[config.mk]
export PLATFORM = sky130hd
export DESIGN_NAME = crc16_frame_builder_unit
export DESIGN_NICKNAME = d
export VERILOG_FILES = /design/src/rtl/cfb_pkg.sv /design/src/rtl/cfb_front.sv /design/src/rtl/cfb_queue.sv /design/src/rtl/cfb_back.sv /design/src/rtl/crc16_frame_builder_unit.sv
export SDC_FILE = /design/constraint.sdc
export NUM_CORES = 1
export LEC_CHECK = 0
export ABC_CLOCK_PERIOD_IN_PS = 6700
export CAP_MARGIN = 20
export CORE_UTILIZATION = 46
export CTS_BUF_LIST = sky130_fd_sc_hd__clkbuf_8
export DETAILED_ROUTE_END_ITERATION = 8
export DONT_BUFFER_PORTS = 1
export PLACE_DENSITY_LB_ADDON = 0.05
export SLEW_MARGIN = 20
export SYNTH_ARGS = -nofsm -noshare
export SYNTH_HDL_FRONTEND = slang
export SYNTH_SLANG_ARGS = --single-unit
[constraint.sdc]
create_clock -name clk_i -period 6.7 [get_ports clk_i]
set_clock_uncertainty 0.05 [all_clocks]
set_input_delay 1.34 -clock clk_i [delete_from_list [all_inputs] [get_ports clk_i]]
set_output_delay 1.34 -clock clk_i [all_outputs]
set_load 0.01 [all_outputs]
[src/rtl/cfb_pkg.sv]
// Shared types, constants and the CRC byte update for the CRC-16 frame builder.
// Used by the front end, the command queue, the back end and the top level.
package cfb_pkg;

  // Default number of entries in the command queue between front and back.
  localparam int QUEUE_DEPTH_DEF = 4;

  // CRC-16/CCITT-FALSE constants.
  localparam logic [15:0] CRC_SEED = 16'hFFFF;
  localparam logic [15:0] CRC_POLY = 16'h1021;

  // Reset values of the configuration registers.
  localparam logic [7:0]  SYNC_FIRST_RST  = 8'hAA;
  localparam logic [7:0]  SYNC_SECOND_RST = 8'h55;
  localparam logic [15:0] CAPACITY_RST    = 16'd256;

  // Frame overhead in bytes: two sync, sequence, command, two length, two CRC.
  localparam logic [16:0] FRAME_OVERHEAD = 17'd8;

  // Configuration register indexes.
  localparam logic [1:0] CFG_SYNC_FIRST  = 2'd0;
  localparam logic [1:0] CFG_SYNC_SECOND = 2'd1;
  localparam logic [1:0] CFG_CAPACITY    = 2'd2;

  // Result status codes.
  localparam logic [1:0] STATUS_FRAME    = 2'd0;
  localparam logic [1:0] STATUS_REJECTED = 2'd1;
  localparam logic [1:0] STATUS_ORPHAN   = 2'd2;

  // Kind of work that the front end hands to the back end.
  typedef enum logic [1:0] {
    KIND_START,
    KIND_DATA,
    KIND_REJECT,
    KIND_ORPHAN
  } kind_e;

  // One queue entry. For a start, data is the command byte; for data, the payload byte.
  // crc_end is set when the entry closes the frame with its CRC.
  typedef struct packed {
    kind_e       kind;
    logic [7:0]  data;
    logic [7:0]  seq;
    logic [15:0] plen;
    logic        crc_end;
  } q_entry_t;

  // Queue fill status seen by both sides.
  typedef struct packed {
    logic full;
    logic empty;
  } qstat_t;

  // Feed one byte into the CRC, MSB first.
  function automatic logic [15:0] crc_feed(input logic [15:0] crc, input logic [7:0] b);
    logic [15:0] c;
    c = crc ^ {b, 8'h00};
    for (int i = 0; i < 8; i++) begin
      c = c[15] ? ((c << 1) ^ CRC_POLY) : (c << 1);
    end
    return c;
  endfunction

endpackage

[src/rtl/cfb_front.sv]
// Front end of the frame builder: accepts input beats, checks capacity and frame state,
// and pushes one classified entry per beat into the command queue. Depends on cfb_pkg.
module cfb_front (
  input  logic              clk_i,
  input  logic              rst_ni,
  input  logic              in_valid_i,
  output logic              in_stall_o,
  input  logic              op_i,
  input  logic [7:0]        command_i,
  input  logic [15:0]       payload_length_i,
  input  logic [7:0]        payload_byte_i,
  input  logic [15:0]       frame_capacity_i,
  input  cfb_pkg::qstat_t   qstat_i,
  output logic              push_o,
  output cfb_pkg::q_entry_t entry_o
);
  import cfb_pkg::*;

  logic [7:0]  seq_q, seq_d;
  logic        open_q, open_d;
  logic [15:0] remaining_q, remaining_d;
  logic        accept;
  logic [16:0] total;

  // A beat is taken whenever the queue has room.
  assign in_stall_o = qstat_i.full;
  assign accept     = in_valid_i && !qstat_i.full;
  assign push_o     = accept;
  assign total      = {1'b0, payload_length_i} + FRAME_OVERHEAD;

  // Classify the beat and update the frame bookkeeping.
  always_comb begin
    seq_d         = seq_q;
    open_d        = open_q;
    remaining_d   = remaining_q;
    entry_o.kind  = KIND_ORPHAN;
    entry_o.data  = command_i;
    entry_o.seq   = seq_q;
    entry_o.plen  = payload_length_i;
    entry_o.crc_end = 1'b0;
    if (!op_i) begin
      // A start abandons any open frame.
      open_d      = 1'b0;
      remaining_d = '0;
      if (total > {1'b0, frame_capacity_i}) begin
        entry_o.kind = KIND_REJECT;
      end else begin
        entry_o.kind    = KIND_START;
        entry_o.crc_end = (payload_length_i == '0);
        seq_d           = seq_q + 8'd1;
        if (payload_length_i != '0) begin
          open_d      = 1'b1;
          remaining_d = payload_length_i;
        end
      end
    end else begin
      entry_o.data = payload_byte_i;
      if (open_q) begin
        entry_o.kind    = KIND_DATA;
        entry_o.crc_end = (remaining_q == 16'd1);
        remaining_d     = remaining_q - 16'd1;
        if (remaining_q == 16'd1) begin
          open_d = 1'b0;
        end
      end
    end
  end

  // State registers change only on an accepted beat.
  always_ff @(posedge clk_i or negedge rst_ni) begin
    if (!rst_ni) begin
      seq_q       <= '0;
      open_q      <= 1'b0;
      remaining_q <= '0;
    end else if (accept) begin
      seq_q       <= seq_d;
      open_q      <= open_d;
      remaining_q <= remaining_d;
    end
  end

endmodule

[src/rtl/cfb_queue.sv]
// Short command queue that decouples the front end from the back end.
// Holds cfb_pkg::q_entry_t entries; depends on cfb_pkg.
module cfb_queue #(
  parameter int QDEPTH = cfb_pkg::QUEUE_DEPTH_DEF
) (
  input  logic              clk_i,
  input  logic              rst_ni,
  input  logic              push_i,
  input  cfb_pkg::q_entry_t entry_i,
  input  logic              pop_i,
  output cfb_pkg::q_entry_t head_o,
  output cfb_pkg::qstat_t   qstat_o
);
  import cfb_pkg::*;

  localparam int PtrW = (QDEPTH > 1) ? $clog2(QDEPTH) : 1;
  localparam int CntW = $clog2(QDEPTH + 1);
  localparam logic [PtrW-1:0] PtrLast = PtrW'(QDEPTH - 1);
  localparam logic [CntW-1:0] CntFull = CntW'(QDEPTH);

  q_entry_t        mem_q [QDEPTH];
  logic [PtrW-1:0] wr_ptr_q, wr_ptr_d;
  logic [PtrW-1:0] rd_ptr_q, rd_ptr_d;
  logic [CntW-1:0] count_q, count_d;

  assign head_o        = mem_q[rd_ptr_q];
  assign qstat_o.full  = (count_q == CntFull);
  assign qstat_o.empty = (count_q == '0);

  // Pointer and fill count update.
  always_comb begin
    wr_ptr_d = wr_ptr_q;
    rd_ptr_d = rd_ptr_q;
    count_d  = count_q;
    if (push_i) begin
      wr_ptr_d = (wr_ptr_q == PtrLast) ? '0 : wr_ptr_q + 1'b1;
    end
    if (pop_i) begin
      rd_ptr_d = (rd_ptr_q == PtrLast) ? '0 : rd_ptr_q + 1'b1;
    end
    if (push_i && !pop_i) begin
      count_d = count_q + 1'b1;
    end else if (pop_i && !push_i) begin
      count_d = count_q - 1'b1;
    end
  end

  always_ff @(posedge clk_i or negedge rst_ni) begin
    if (!rst_ni) begin
      wr_ptr_q <= '0;
      rd_ptr_q <= '0;
      count_q  <= '0;
    end else begin
      wr_ptr_q <= wr_ptr_d;
      rd_ptr_q <= rd_ptr_d;
      count_q  <= count_d;
    end
  end

  // Entry storage.
  always_ff @(posedge clk_i) begin
    if (push_i) begin
      mem_q[wr_ptr_q] <= entry_i;
    end
  end

endmodule

[src/rtl/cfb_back.sv]
// Back end of the frame builder: walks each queue entry beat by beat, runs the CRC,
// and drives the registered output channel. Depends on cfb_pkg.
module cfb_back (
  input  logic              clk_i,
  input  logic              rst_ni,
  input  cfb_pkg::q_entry_t head_i,
  input  cfb_pkg::qstat_t   qstat_i,
  output logic              pop_o,
  input  logic [7:0]        sync_first_i,
  input  logic [7:0]        sync_second_i,
  output logic              out_valid_o,
  input  logic              out_stall_i,
  output logic [7:0]        frame_byte_o,
  output logic              last_o,
  output logic [1:0]        status_o,
  output logic              frame_end_o
);
  import cfb_pkg::*;

  logic [2:0]  beat_q, beat_d;
  logic [15:0] crc_q, crc_d;
  logic        out_valid_q, out_valid_d;
  logic [7:0]  byte_q;
  logic        last_q, frame_end_q;
  logic [1:0]  status_q;

  logic        advance;
  logic [7:0]  beat_byte;
  logic        beat_feed, beat_last, beat_end;
  logic [1:0]  beat_status;
  logic [15:0] crc_base;

  // Move on when an entry is waiting and the output register is free or draining.
  assign advance = !qstat_i.empty && (!out_valid_q || !out_stall_i);
  assign pop_o   = advance && beat_last;

  // Decode the current beat of the head entry.
  always_comb begin
    beat_byte   = '0;
    beat_feed   = 1'b0;
    beat_last   = 1'b1;
    beat_end    = 1'b0;
    beat_status = STATUS_FRAME;
    case (head_i.kind)
      KIND_START: begin
        case (beat_q)
          3'd0:    beat_byte = sync_first_i;
          3'd1:    beat_byte = sync_second_i;
          3'd2:    beat_byte = head_i.seq;
          3'd3:    beat_byte = head_i.data;
          3'd4:    beat_byte = head_i.plen[7:0];
          3'd5:    beat_byte = head_i.plen[15:8];
          3'd6:    beat_byte = crc_q[7:0];
          default: beat_byte = crc_q[15:8];
        endcase
        beat_feed = (beat_q >= 3'd2) && (beat_q <= 3'd5);
        beat_last = head_i.crc_end ? (beat_q == 3'd7) : (beat_q == 3'd5);
        beat_end  = (beat_q == 3'd7);
      end
      KIND_DATA: begin
        case (beat_q)
          3'd0:    beat_byte = head_i.data;
          3'd1:    beat_byte = crc_q[7:0];
          default: beat_byte = crc_q[15:8];
        endcase
        beat_feed = (beat_q == 3'd0);
        beat_last = head_i.crc_end ? (beat_q == 3'd2) : (beat_q == 3'd0);
        beat_end  = (beat_q == 3'd2);
      end
      KIND_REJECT: begin
        beat_status = STATUS_REJECTED;
      end
      default: begin
        beat_status = STATUS_ORPHAN;
      end
    endcase
  end

  // The sequence byte of a frame starts the CRC over from the seed.
  assign crc_base = ((head_i.kind == KIND_START) && (beat_q == 3'd2)) ? CRC_SEED : crc_q;

  // Next values of the beat counter, CRC and output valid.
  always_comb begin
    beat_d      = beat_q;
    crc_d       = crc_q;
    out_valid_d = out_valid_q;
    if (advance) begin
      beat_d      = beat_last ? 3'd0 : beat_q + 3'd1;
      out_valid_d = 1'b1;
      if (beat_feed) begin
        crc_d = crc_feed(crc_base, beat_byte);
      end
    end else if (!out_stall_i) begin
      out_valid_d = 1'b0;
    end
  end

  always_ff @(posedge clk_i or negedge rst_ni) begin
    if (!rst_ni) begin
      beat_q      <= '0;
      crc_q       <= CRC_SEED;
      out_valid_q <= 1'b0;
    end else begin
      beat_q      <= beat_d;
      crc_q       <= crc_d;
      out_valid_q <= out_valid_d;
    end
  end

  // Output payload register.
  always_ff @(posedge clk_i) begin
    if (advance) begin
      byte_q      <= beat_byte;
      last_q      <= beat_last;
      status_q    <= beat_status;
      frame_end_q <= beat_end;
    end
  end

  assign out_valid_o  = out_valid_q;
  assign frame_byte_o = byte_q;
  assign last_o       = last_q;
  assign status_o     = status_q;
  assign frame_end_o  = frame_end_q;

  // The CRC high byte always closes the work of its input beat.
  assert property (@(posedge clk_i) disable iff (!rst_ni)
    out_valid_q && frame_end_q |-> last_q)
    else $error("frame end without last");

  // Rejected and orphan results are single zero beats.
  assert property (@(posedge clk_i) disable iff (!rst_ni)
    out_valid_q && (status_q != STATUS_FRAME) |-> last_q && (byte_q == 8'h00) && !frame_end_q)
    else $error("error result is not a single zero beat");

  // An entry in progress stays at the head of the queue.
  assert property (@(posedge clk_i) disable iff (!rst_ni)
    (beat_q != 3'd0) |-> !qstat_i.empty)
    else $error("beat counter running with empty queue");

  // A stalled result is held.
  assert property (@(posedge clk_i) disable iff (!rst_ni)
    out_valid_q && out_stall_i |=> out_valid_q && $stable(byte_q) && $stable(last_q))
    else $error("stalled result changed");

endmodule

[src/rtl/crc16_frame_builder_unit.sv]
// Top level of the CRC-16 frame builder: configuration registers, front end, command queue
// and back end. Depends on cfb_pkg, cfb_front, cfb_queue and cfb_back.
//
//   Channel  Direction  Handshake              Fields
//   input    in         in_valid_i/in_stall_o   op, command, payload_length, payload_byte
//   result   out        out_valid_o/out_stall_i frame_byte, last, status, frame_end
//   config   in         cfg_we_i                cfg_idx_i, cfg_wdata_i
//
// Input beats are taken one per cycle while the command queue has room. Unless stalled, the
// back end issues one result beat per cycle: a start gives six beats (eight with a zero
// length), a payload byte one beat (three when it closes the frame), errors one beat.
// Reset restores the default sync bytes and capacity and clears the sequence number.
// An output stall holds the result register; the queue absorbs input until it fills.
module crc16_frame_builder_unit #(
  parameter int QUEUE_DEPTH = cfb_pkg::QUEUE_DEPTH_DEF
) (
  input  logic        clk_i,
  input  logic        rst_ni,
  input  logic        cfg_we_i,
  input  logic [1:0]  cfg_idx_i,
  input  logic [15:0] cfg_wdata_i,
  input  logic        in_valid_i,
  output logic        in_stall_o,
  input  logic        op_i,
  input  logic [7:0]  command_i,
  input  logic [15:0] payload_length_i,
  input  logic [7:0]  payload_byte_i,
  output logic        out_valid_o,
  input  logic        out_stall_i,
  output logic [7:0]  frame_byte_o,
  output logic        last_o,
  output logic [1:0]  status_o,
  output logic        frame_end_o
);
  import cfb_pkg::*;

  logic [7:0]  sync_first_q;
  logic [7:0]  sync_second_q;
  logic [15:0] capacity_q;

  logic        push;
  logic        pop;
  q_entry_t    entry;
  q_entry_t    head;
  qstat_t      qstat;

  // Configuration registers.
  always_ff @(posedge clk_i or negedge rst_ni) begin
    if (!rst_ni) begin
      sync_first_q  <= SYNC_FIRST_RST;
      sync_second_q <= SYNC_SECOND_RST;
      capacity_q    <= CAPACITY_RST;
    end else if (cfg_we_i) begin
      case (cfg_idx_i)
        CFG_SYNC_FIRST:  sync_first_q  <= cfg_wdata_i[7:0];
        CFG_SYNC_SECOND: sync_second_q <= cfg_wdata_i[7:0];
        CFG_CAPACITY:    capacity_q    <= cfg_wdata_i;
        default: ;
      endcase
    end
  end

  // Front end: accept and classify.
  cfb_front u_front (
    .clk_i            (clk_i),
    .rst_ni           (rst_ni),
    .in_valid_i       (in_valid_i),
    .in_stall_o       (in_stall_o),
    .op_i             (op_i),
    .command_i        (command_i),
    .payload_length_i (payload_length_i),
    .payload_byte_i   (payload_byte_i),
    .frame_capacity_i (capacity_q),
    .qstat_i          (qstat),
    .push_o           (push),
    .entry_o          (entry)
  );

  // Command queue between the two sides.
  cfb_queue #(
    .QDEPTH (QUEUE_DEPTH)
  ) u_queue (
    .clk_i   (clk_i),
    .rst_ni  (rst_ni),
    .push_i  (push),
    .entry_i (entry),
    .pop_i   (pop),
    .head_o  (head),
    .qstat_o (qstat)
  );

  // Back end: frame bytes, CRC and output register.
  cfb_back u_back (
    .clk_i         (clk_i),
    .rst_ni        (rst_ni),
    .head_i        (head),
    .qstat_i       (qstat),
    .pop_o         (pop),
    .sync_first_i  (sync_first_q),
    .sync_second_i (sync_second_q),
    .out_valid_o   (out_valid_o),
    .out_stall_i   (out_stall_i),
    .frame_byte_o  (frame_byte_o),
    .last_o        (last_o),
    .status_o      (status_o),
    .frame_end_o   (frame_end_o)
  );

endmodule

Word-level counts from Yosys, hierarchy flattened
Memories as Yosys holds them, arrays and structs flattened. Index checks and enable logic that the tools add are counted.

Memory bits (writable): 140. Memories: 1. Bits of input ports: 56. Flip-flop bits (word level): 96.

Bitwise operators: 11. Order comparisons: 3. Equality and inequality tests: 17. Add/subtract/negate cells: 8. Multiplexer cells: 43. Reductions and logical operators: 28.

Memories: u_queue.mem_q (words 4, bits a word 35, read ports 1, clocked after memory_dff 0, write ports 1, RTL line cfb_queue.sv:21) `q_entry_t mem_q [QDEPTH];`.

Operator list (number): $mux 13 (8); $mux 16 (5); $pmux 8 s7 (1); $pmux 8 s2 (2); $not 3->3 (8); $add 16x4->17 const B (1); $gt 17x16->1 (1); $eq 16x1->1 const B (1); $logic_not 16->1 (1); $reduce_bool 16->1 (1); $sub 16x1->16 const B (1); $xor 16x16->16 (1); $eq 3x3->1 const B (5); $mux 1 (14); $mux 2 (5); $reduce_and 2->1 (5); $mux 3 (3); $add 8x1->8 const B (1); $eq 2x2->1 const B (4); $mux 8 (1); $logic_and 1x1->1 (7); $add 3x1->3 const B (2); $eq 3x2->1 const B (2); $logic_not 1->1 (6); other kinds (16) (24).

Logic depth before layout (Yosys ltp)
Gate-level depths: netlist of run 1. An unclocked memory read counts as a cell.

Depth after elaboration: 21. Mapped depth: 16.

Modules after synthesis
From an unflattened synthesis of run 1, not the netlist that was laid out.

Cells, all modules: 890. Area, all modules: 11912.7 µm².

By module, submodules not included: cfb_queue (area each 5522.8 µm², cells each 220, instances 1, sequential area each 4379.2 µm²); cfb_back (area each 2668.8 µm², cells each 292, instances 1, sequential area each 880.8 µm²); cfb_front (area each 2487.4 µm², cells each 310, instances 1, sequential area each 625.6 µm²); crc16_frame_builder_unit (area each 1233.7 µm², cells each 68, instances 1, sequential area each 812.0 µm²).

Least setup slack after synthesis of run 1
Ideal clock, no wire load.

Path type: input to register. Start point: input payload_length_i[4]. End point: register u_front.seq_q[7]. Slack: 2.842 ns. Required time: 6.527 ns. Path buffers: 2. Library setup time: 0.123 ns. Data arrival time: 3.685 ns. Stages: 15. Cell sequence: and2_1 clkbuf_1 nand4_1 xnor2_1 ha_1 nand4_1 nor3_1 nor2_1 o211ai_1 a221oi_1 o21ai_0 a21oi_1 clkbuf_1 nand4_1 xnor2_1.

Word-level cells in the longest chain between the ends: 4.

Ends and longest elaborated chain: from (decl) (RTL line crc16_frame_builder_unit.sv:26) `input logic [15:0] payload_length_i,`; $add 16x4->17 (RTL line cfb_front.sv:29) `assign total = {1'b0, payload_length_i} + FRAME_OVERHEAD;`; $gt 17x16->1 (RTL line cfb_front.sv:45) `if (total > {1'b0, frame_capacity_i}) begin`; $not 1->1 (no source line); $reduce_and 3->1 (no source line); to (signal assigned) (RTL line cfb_front.sv:76) `seq_q <= seq_d;`; to (decl) (RTL line cfb_front.sv:19) `logic [7:0] seq_q, seq_d;`.

Every way passes these cells. A chain may end at the register's enable or synchronous reset.

Final worst setup path of run 1
Start point: register u_back.beat_q[0]. End point: register u_back.crc_q[5].

Word-level cells in the longest chain between the ends: 11. Elaborated cells on any way between the ends: 28.

Ends and longest elaborated chain: from (decl) (RTL line cfb_back.sv:20) `logic [2:0] beat_q, beat_d;`; from (signal assigned) (RTL line cfb_back.sv:104) `beat_q <= beat_d;`; $eq 3x3->1, or another cell as far along (RTL line cfb_back.sv:46) `case (beat_q)`; $pmux 8 s7, or another cell as far along (RTL line cfb_back.sv:46); $pmux 8 s2 or $mux 16 (tied branches) (RTL line cfb_back.sv:44, cfb_back.sv:80); $xor 16x16->16 (RTL line cfb_pkg.sv:57) `c = crc ^ {b, 8'h00};`; $mux 13 (5 in series) (RTL line cfb_pkg.sv:59) `c = c[15] ? ((c << 1) ^ CRC_POLY) : (c << 1);`; $not 3->3 (no source line); $mux 13 (RTL line cfb_pkg.sv:59); to (signal assigned) (RTL line cfb_back.sv:105) `crc_q <= crc_d;`; to (decl) (RTL line cfb_back.sv:21) `logic [15:0] crc_q, crc_d;`.

Parallel ways exist; a longest one is shown, timed or not.

==> flow_summary.ini, run 1 <==
[setup_path]
rr_endpoint = u_back.crc_q[5]
worstSetupEndpointType = flop
crit_slowest_cell = nor2b_1
critPathLaunchType = flop
path_cells = inv_1, ha_1, nor2b_1, and3_1, nor2_1, xor2_1, xor3_2, xnor2_1, o21ai_1
arrival_ns = 4.23
rr_worst_depth = 9
crit_path_end = u_back.crc_q[5]
worstPathRequired_ns = 7.10
reg2reg_from = u_back.beat_q[0]
critPathTopFamily = simple AND/OR/NAND/NOR gates
crit_fanout = 16
crit_start = u_back.beat_q[0]
ff2ff_setup_slack_ns = 2.86
cp.depth = 9
crit_type = flop to flop
path_buf_inv = 1
cpPeakStageDelay_ns = 0.71

[floorplan]
ios = 70
rows = 57
die_w_um = 159
start_util_pct = 46.8
die_h_um = 159
design.core.area_sq_mm = 0.0242
fp.dieArea_sq_mm = 0.0253

[yosys]
avgSynthCellArea_sq_um = 13.7
ys_seq_area_share_pct = 59.0
ys_seq_elements = 236
synth_top_area_share_pct = 40.2
synth_cell_types = 74
synth.area.top_cells = edfxtp_1, dfrtp_1, dfstp_2
synth_top_area_cell = edfxtp_1
postSynthCellCount = 827
synth_edf_count = 152
ys_warn_count = 0
synthArstFlopShare_pct = 35.6
synthesis.nets = 916
synth_area_sq_mm = 0.0114
synth_flop_cell = edfxtp_1

[run]
cap_violations = 0

[power_and_ir_drop]
p_leak_uw = 0.00464
total_power_uw = 6030
vdd_drop_max_mv = 0.231
power_density_mw_per_mm2 = 483

[grt]
antenna_found_initial = 0
grt_max_degree = 85
met2_usage_pct = 37.2
overflow = 0
grt_usage_pct = 22.5
busiest_layer = met2
grtUsageMet3_pct = 4.51
grt_pass1_wl_mm = 43.0
grt_use_met1_pct = 29.4
grt_pass1_vias = 7338

[timing]
tightest_slew_ns = 0.961
finalSetupViolCount = 0
max_freq_ghz = 0.261
final_max_slew_viol_count = 0
layout_min_cycle_time_ns = 3.84
relSlewSlack_pct = 34.1
period_share_pct = 57.2
hold_viol = 0
timing.hold.ws_ns = 0.434
finalWorstSetupSlack_ns = 2.86
rsz0062_at_grt = no
fin_tns_setup_ns = 0

[routing]
ant_nets = 0
drtIter0Drc = 421
via_count = 7005
drt-wirelength-per-cell_um = 23.2
routed_wirelength_mm = 27.8
vias_per_cell = 5.85
drt_first_pass_iters = 7
drc = 0

[clocking]
path_clk_slew_ns = 0.07
cts_tree = done
root_buffer = clkbuf_8
ctsResizeCount = 0
postCtsSetupBuffers = 0
cts_buffers = 41
insertion_delay_ns = 0.55
cts_max_path_buffers = 3
cts.sink_count = 236
ctsHoldBuffers = 0
h-tree-depth = 2

[finish]
n_antenna_cell = 0
stdcell_count = 1198
syn_to_final_growth_pct = 9.85
drive_above_1_share_pct = 20.4
final_nets = 930

[placed_design]
place_ws_ns = 2.61
gp_congestion = 0.892
dp_hpwl_mm = 19.2
place_inst = 1122
port_buffers = 0

[min_path]
hold_path.class = input pin to asynchronous set/reset pin

[status]
status = finished clean
==> cell usage after synthesis, types with 3 or more instances <==
library cell and number:
a31oi_1 3, a221oi_1 5, and4_1 3, dfstp_2 25, a21o_1 6, a221o_1 11, nand2_1 65, mux2_2 52
nor4_1 7, dfrtp_1 59, edfxtp_1 152, nor2b_1 5, ha_1 32, buf_6 5, inv_1 29, nand2b_1 3
or4_1 4, nand3b_1 5, o21ai_1 11, mux2i_1 25, xnor2_1 31, o22ai_1 8, xor2_1 8, nand4_1 11
buf_2 7, nand3_1 13, o31ai_1 7, and3_1 5, o21ai_0 25, or3_1 8, a21oi_1 24, a211oi_1 4
o221ai_1 3, a22oi_1 18, mux4_1 12, xnor2_2 3, a22o_1 4, o211ai_1 3, and2_1 7, nor2_1 36
clkbuf_1 20, nor3_1 12, mux4_2 11
==> report_power, final <==
part           switching (uW)  internal, uW  total [uW]
combinational            1280          1010        2290
clock                     595           771        1370
sequential                316          2050        2370
total                    2190          3840        6030
==> stage by stage <==
stage          util, %  instance area (sq um)
6_report          51.4                  12500
5_1_grt           51.4                  12500
4_1_cts           51.4                  12500
3_5_place_dp      47.8                  11600
3_3_place_gp      47.8                  11600
2_1_floorplan        -                  11400
==> kinds of logic (layout without fill, tap and decap cells) <==
group	after synthesis	after routing	share of synthesized area, %
AND/OR/NAND/NOR	190	190	8.18
flip-flops	236	236	59.0
AO/OA/AOI/OAI	153	153	9.60
multiplexers	101	101	12.4
buffers and inverters	69	116	3.04
adder cells (fa/ha/maj)	33	33	3.70
XOR/XNOR	45	45	4.02
==> worst min-delay path by stage <==
stage / cells past startpoint / start / endpoint
floorplan: 2 / u_back.crc_q[12] / u_back.crc_q[12]
global placement: 1 / u_queue.count_q[2] / u_queue.count_q[2]
detailed placement: 2 / u_back.crc_q[12] / u_back.crc_q[12]
CTS: 0 / rst_ni / capacity_q[13]
global route: 0 / rst_ni / u_front.seq_q[3]
finish: 0 / rst_ni / u_queue.wr_ptr_q[1]
==> layout by cell type (no fill, tap or decap), drive strengths merged, types with 5 or more instances in the layout <==
cell	n
mux4	23
a21oi	24
mux2	52
ha	32
xor2	9
and2	8
nand4	11
a21o	6
or3	8
nand3b	5
o21ai	37
inv	39
nand3	13
nor3	12
clkinv	18
nor4	7
o22ai	8
nor2	36
and3	5
a211oi	6
buf	9
a221o	11
mux2i	26
a22oi	18
a221oi	5
edfxtp	152
nand2	65
o31ai	7
dfrtp	59
xnor2	34
dfstp	25
nor2b	5
clkbuf	44
==> cell type report <==
cell class              count  area [sq um]
multi-input cells         522          4310
well taps                 324           405
fillers                  2120         11800
flip-flops and latches    236          6700
clock inverters            32           262
clock buffers              44           606
repair buffers              9          67.6
inverters                  31           116
==> flip-flops by register name, indices dropped and copies added, names as in the netlist, 2 cells and up <==
name / flops
capacity_q: 16
sync_first_q: 8
sync_second_q: 8
u_back.beat_q: 3
u_back.crc_q: 16
u_back.frame_byte_o: 8
u_back.status_o: 2
u_front.remaining_q: 16
u_front.seq_q: 8
u_queue.count_q: 3
u_queue.mem_q: 140
u_queue.rd_ptr_q: 2
u_queue.wr_ptr_q: 2
==> routing by layer <==
metal / share of wire [%] / wire, um
met1: 43 / 12000
met2: 49 / 13500
met3: 5.4 / 1500
met4: 3.0 / 833
met5: 0 / 0
Note: power is estimated with default switching activity, not from simulation.
==> run 2, diff against run 1 <==
Settings changed: ABC_CLOCK_PERIOD_IN_PS 6700 to 4000.
Clock period 6.7 ns to 4 ns, I/O delays scaled along.
==> flow_summary.ini, run 2 (same netlist as run 1, synthesis figures left out) <==
[clocking]
root_buffer = clkbuf_8
insertion_delay_ns = 0.55
ctsResizeCount = 0
cts_buffers = 41
h-tree-depth = 2
cts_tree = done
path_clk_slew_ns = 0.07
cts_max_path_buffers = 3
cts.sink_count = 236

[power_and_ir_drop]
p_leak_uw = 0.00473
power_density_mw_per_mm2 = 808
vdd_drop_max_mv = 0.357

[setup_path]
rr_worst_depth = 11
worstSetupEndpointType = flop
reg2reg_from = u_back.beat_q[1]
crit_path_end = u_back.crc_q[7]
ff2ff_setup_slack_ns = 0.53
rr_endpoint = u_back.crc_q[7]
critPathLaunchType = flop
cpPeakStageDelay_ns = 0.67
arrival_ns = 3.86
crit_type = flop to flop
crit_fanout = 18
path_cells = inv_1, ha_1, nor2b_1, a221oi_1, o2111ai_1, o221ai_1, o31ai_1, xor2_1, xnor2_2, xor2_1, o21ai_1
crit_start = u_back.beat_q[1]
cpMostUsedCell = xor2_1
worstPathRequired_ns = 4.39
crit_slowest_cell = ha_1

[routing]
routed_wirelength_mm = 27.9
drt-wirelength-per-cell_um = 23.0
vias_per_cell = 5.84
drtIter0Drc = 511
ant_nets = 0
via_count = 7092
drt_first_pass_iters = 5
drc = 0

[timing]
final_max_slew_viol_count = 0
max_freq_ghz = 0.288
rsz0062_at_grt = no
hold_viol = 0
tightest_slew_ns = 0.891
layout_min_cycle_time_ns = 3.47
fin_tns_setup_ns = 0
finalSetupViolCount = 0
finalWorstSetupSlack_ns = 0.529
relSlewSlack_pct = 40.6
period_share_pct = 86.8

[finish]
drive_above_1_share_pct = 21.3
largest_reg_flops = 140
syn_to_final_growth_pct = 10.9
fin_util_pct = 51.9
final_common_cell = edfxtp_1
layout_common_cells = edfxtp_1, nand2_1, dfrtp_1, mux2_2, clkbuf_8
n_antenna_cell = 0
final_nets = 948
regMostFlops = u_queue.mem_q

[floorplan]
fp.dieArea_sq_mm = 0.0253
die_h_um = 159
design.core.area_sq_mm = 0.0242
die_w_um = 159
rows = 57
start_util_pct = 46.8
ios = 70

[placed_design]
port_buffers = 0
place_ws_ns = 0.465
dp_hpwl_mm = 18.8
gp_congestion = 0.902

[grt]
antenna_found_initial = 0
grt_usage_pct = 22.4
grt_pass1_wl_mm = 43.0
overflow = 0
grt_pass1_vias = 7375
grt_max_degree = 60

[min_path]
hold_path.class = input pin to asynchronous set/reset pin

[run]
cap_violations = 0

[status]
status = finished clean
[run 2: final cells by class]
type	instances	area, sq um
inverter	31	116
multi-input combinational	522	4310
clock buffer	44	606
clock inverter	31	209
tap	324	405
fill	2110	11700
timing repair buffer	27	235
sequential	236	6700
[run 2: power breakdown]
group | switching (uW) | total (uW) | internal, uW
registers | 553 | 4000 | 3440
logic | 2150 | 3960 | 1810
clock network | 993 | 2210 | 1210
total | 3700 | 10200 | 6470
[run 2: stage by stage]
| stage | instance area [sq um] | total power [uW] | hold WS, ns | instances |
|---|---|---|---|---|
| 6_report | 12600 | 10200 | 0.0547 | 1215 |
| 3_5_place_dp | 11700 | 8000 | 0.434 | 1139 |
| 5_1_grt | 12600 | 10800 | 0.0336 | 1215 |
| 2_1_floorplan | 11400 | 6930 | 0.404 | 827 |
| 3_3_place_gp | 11700 | 7910 | 0.424 | 1139 |
| 4_1_cts | 12600 | 10300 | 0.0192 | 1215 |
[run 2: worst min path at each step]
stage	from	end	slack, ns	depth (start not counted)
detailed placement	u_back.crc_q[15]	u_back.crc_q[15]	0.43	2
global route	rst_ni	u_back.crc_q[12]	0.03	0
global placement	u_queue.count_q[2]	u_queue.count_q[2]	0.42	1
CTS	rst_ni	u_back.crc_q[12]	0.02	0
floorplan	u_back.crc_q[12]	u_back.crc_q[12]	0.40	2
finish	rst_ni	u_back.crc_q[12]	0.05	0
[run 2: per-layer routing]
layer	track usage, %	routed length (um)
met1	28.8	11900
met3	4.22	1640
met2	36.9	13300
met4	10.1	1070
met5	0	0
[run 2: worst max-delay path, delay by kind of cell, from the launching register on]
family                     cells  cell delay [ns]
AOI/OAI and AO/OA              5             0.76
xor gates and xnor gates       3             0.74
adders and majority gates      1             0.67
and+or+nand+nor                1             0.58
DFF                            1             0.42
buffers and inverters          1             0.14
[run 2: repair_timing]
item,CTS,global route
hold buffers,1,0
buffers inserted,0,0
endpoints found under the hold margin,59,0
==> run 3, diff against run 2 <==
--- a/config.mk
+++ b/config.mk
@@ -7,2 +7,3 @@
 export LEC_CHECK = 0
+export ABC_AREA = 1
 export ABC_CLOCK_PERIOD_IN_PS = 4000
==> constraint.sdc (replaced) <==
create_clock -name clk_i -period 4 [get_ports clk_i]
set_clock_uncertainty 0.05 [all_clocks]
set_input_delay 0.4 -clock clk_i [delete_from_list [all_inputs] [get_ports clk_i]]
set_output_delay 0.4 -clock clk_i [all_outputs]
set_load 0.01 [all_outputs]
==> flow_summary.ini, run 3 <==
[routing]
drc = 8
drt-wirelength-per-cell_um = 17.2
via_count = 9532
drtIter0Drc = 696
vias_per_cell = 5.16
drt_first_pass_iters = 7
routed_wirelength_mm = 31.7
ant_nets = 0

[grt]
grt_pass1_vias = 9372
grt_use_met1_pct = 31.9
antenna_found_initial = 0
grt_max_degree = 85
overflow = 0
busiest_layer = met2
grt_pass1_wl_mm = 51.1
grt_usage_pct = 23.8
met2_usage_pct = 40.0
grtUsageMet3_pct = 3.74

[yosys]
avgSynthCellArea_sq_um = 8.70
synth_edf_count = 152
synthesis.nets = 1514
ys_top_cells_by_count = nand2_1, inv_1, edfxtp_1
synth_flop_cell = edfxtp_1
synthXorXnorAreaFrac_pct = 1.77
synth_cell_types = 50
synthAdderAreaFrac_pct = 3.39
yosysMostFrequentCell = nand2_1
ys_warn_count = 0
synth_area_sq_mm = 0.0124
synth_top_family_by_area = simple AND/OR/NAND/NOR gates
synth-simple-area-share_pct = 24.3
synth_top_area_cell = edfxtp_1
postSynthCellCount = 1425
synth.area.top_cells = edfxtp_1, nand2_1, dfrtp_1
synth-compound-area-share_pct = 8.08
ys_seq_area_share_pct = 54.0
synthMuxAreaShare_pct = 0.0908
synthArstFlopShare_pct = 35.6
synth_top_area_share_pct = 36.8
ys_seq_elements = 236

[finish]
stdcell_count = 1846
largest_reg_flops = 140
n_antenna_cell = 0
drive_above_1_share_pct = 9.99
final_nets = 1567
final_common_cell = nand2_1
layout_common_cells = nand2_1, inv_1, edfxtp_1, nand3_1, nor2_1
syn_to_final_growth_pct = 12.6
regMostFlops = u_queue.mem_q
fill_cells = 2465

[placed_design]
place_inst = 1735
port_buffers = 0
dp_hpwl_mm = 21.3
gp_congestion = 0.847

[floorplan]
rows = 59
ios = 70
design.core.area_sq_mm = 0.0263
fp.dieArea_sq_mm = 0.0276
die_w_um = 166
die_h_um = 166
start_util_pct = 47.2

[clocking]
cts_max_path_buffers = 3
path_clk_slew_ns = 0.06
root_buffer = clkbuf_8
cts_buffers = 42
h-tree-depth = 2
postCtsSetupBuffers = 0
cts.sink_count = 236
insertion_delay_ns = 0.55
cts_tree = done

[setup_path]
arrival_ns = 3.53
cpPeakStageDelay_ns = 0.56
worstPathRequired_ns = 4.39
crit_slowest_cell = dfrtp_2
crit_fanout = 18
worstSetupEndpointType = flop
crit_type = flop to flop
path_cells = inv_2, nand2_1, nand3_1, nand2_1, nand2_4, inv_4, o211ai_1, nand3_2, clkinv_1, nor2_2, inv_1, ha_1, inv_1, fa_1, mux2_2
critPathLaunchType = flop

[min_path]
hold_path.class = input pin to flop

[timing]
fin_tns_setup_ns = 0
max_freq_ghz = 0.319
hold_viol = 0
final_max_slew_viol_count = 0
rsz0062_at_grt = no
layout_min_cycle_time_ns = 3.14
finalSetupViolCount = 0
relSlewSlack_pct = 34.2
tightest_slew_ns = 0.984
period_share_pct = 78.4

[status]
failed_checks = DRC
status = complete, but fails checks

[run]
cap_violations = 0

[power_and_ir_drop]
power_density_mw_per_mm2 = 752
total_power_uw = 10500
p_leak_uw = 0.00642
vdd_drop_max_mv = 0.311
==> run 3: where the power goes <==
group	leakage [uW]	internal [uW]	switching, uW
Combinational	0.00354	1370	3020
Clock	0.000501	1300	992
Sequential	0.00238	3430	371
==> run 3: per-stage QoR <==
step / worst slack, ns / hold slack (ns) / instance area [sq um] / util [%]
2_1_floorplan: 0.854 / 0.0544 / 12400 / -
3_3_place_gp: 0.732 / 0.0621 / 12700 / 48.4
3_5_place_dp: 0.535 / 0.0618 / 12700 / 48.4
4_1_cts: 0.849 / 0.0178 / 14000 / 53.1
5_1_grt: 0.571 / 0.0348 / 14000 / 53.1
6_report: 0.864 / 0.0345 / 14000 / 53.1
==> run 3: final cells by class <==
cell class | instances | area, sq um | share of cell area (%)
clock buffer | 52 | 716 | 5.13
multi-input combinational | 949 | 4690 | 33.6
tap | 335 | 419 | 3.00
inverter | 194 | 733 | 5.25
clock inverter | 25 | 156 | 1.12
timing repair buffer | 55 | 541 | 3.87
sequential | 236 | 6700 | 48.0
==> run 3: what timing repair did <==
action / in CTS / in global routing
endpoints found under the hold margin: 183 / 0
hold buffers: 34 / 0
resized for setup: 0 / 0
==> run 3: cell families (layout without fill, tap and decap cells) <==
family | after synthesis | after routing
AOI/OAI and AO/OA | 174 | 174
xor gates and xnor gates | 25 | 25
adders and majority gates | 33 | 33
buffers and inverters | 240 | 326
DFF | 236 | 236
muxes | 1 | 1
and+or+nand+nor | 716 | 716
==> run 3: layer usage <==
| layer | wire length (um) | share of wire, % | vias to the layer above |
|---|---|---|---|
| met5 | 0 | 0 | - |
| met4 | 722 | 2.3 | 0 |
| met3 | 1460 | 4.6 | 51 |
| met2 | 15000 | 47 | 231 |
| met1 | 14500 | 46 | 4501 |
| li1 | - | - | 4749 |
==> run 3: path summary, 6_finish.rpt <==
path	endpoint	depth (start not counted)	slack (ns)	startpoint
worst min-delay path	sync_first_q[1]	2	0.03	cfg_wdata_i[1]
min in group asynchronous	u_queue.count_q[1]	2	0.37	rst_ni
max in group asynchronous	u_queue.rd_ptr_q[0]	2	3.12	rst_ni
worst min register to register	u_back.crc_q[6]	2	0.42	u_back.crc_q[6]
worst max register to register	u_queue.count_q[1]	15	0.86	u_queue.rd_ptr_q[0]
worst max-delay path	u_queue.count_q[1]	15	0.86	u_queue.rd_ptr_q[0]
==> run 3: critical path: cells and delay by family, from the launching register on <==
family	cells	cell delay, ns
adders and majority gates	2	0.61
AOI/OAI and AO/OA	1	0.10
DFF	1	0.56
buffers and inverters	5	0.58
muxes	1	0.27
and+or+nand+nor	6	0.84
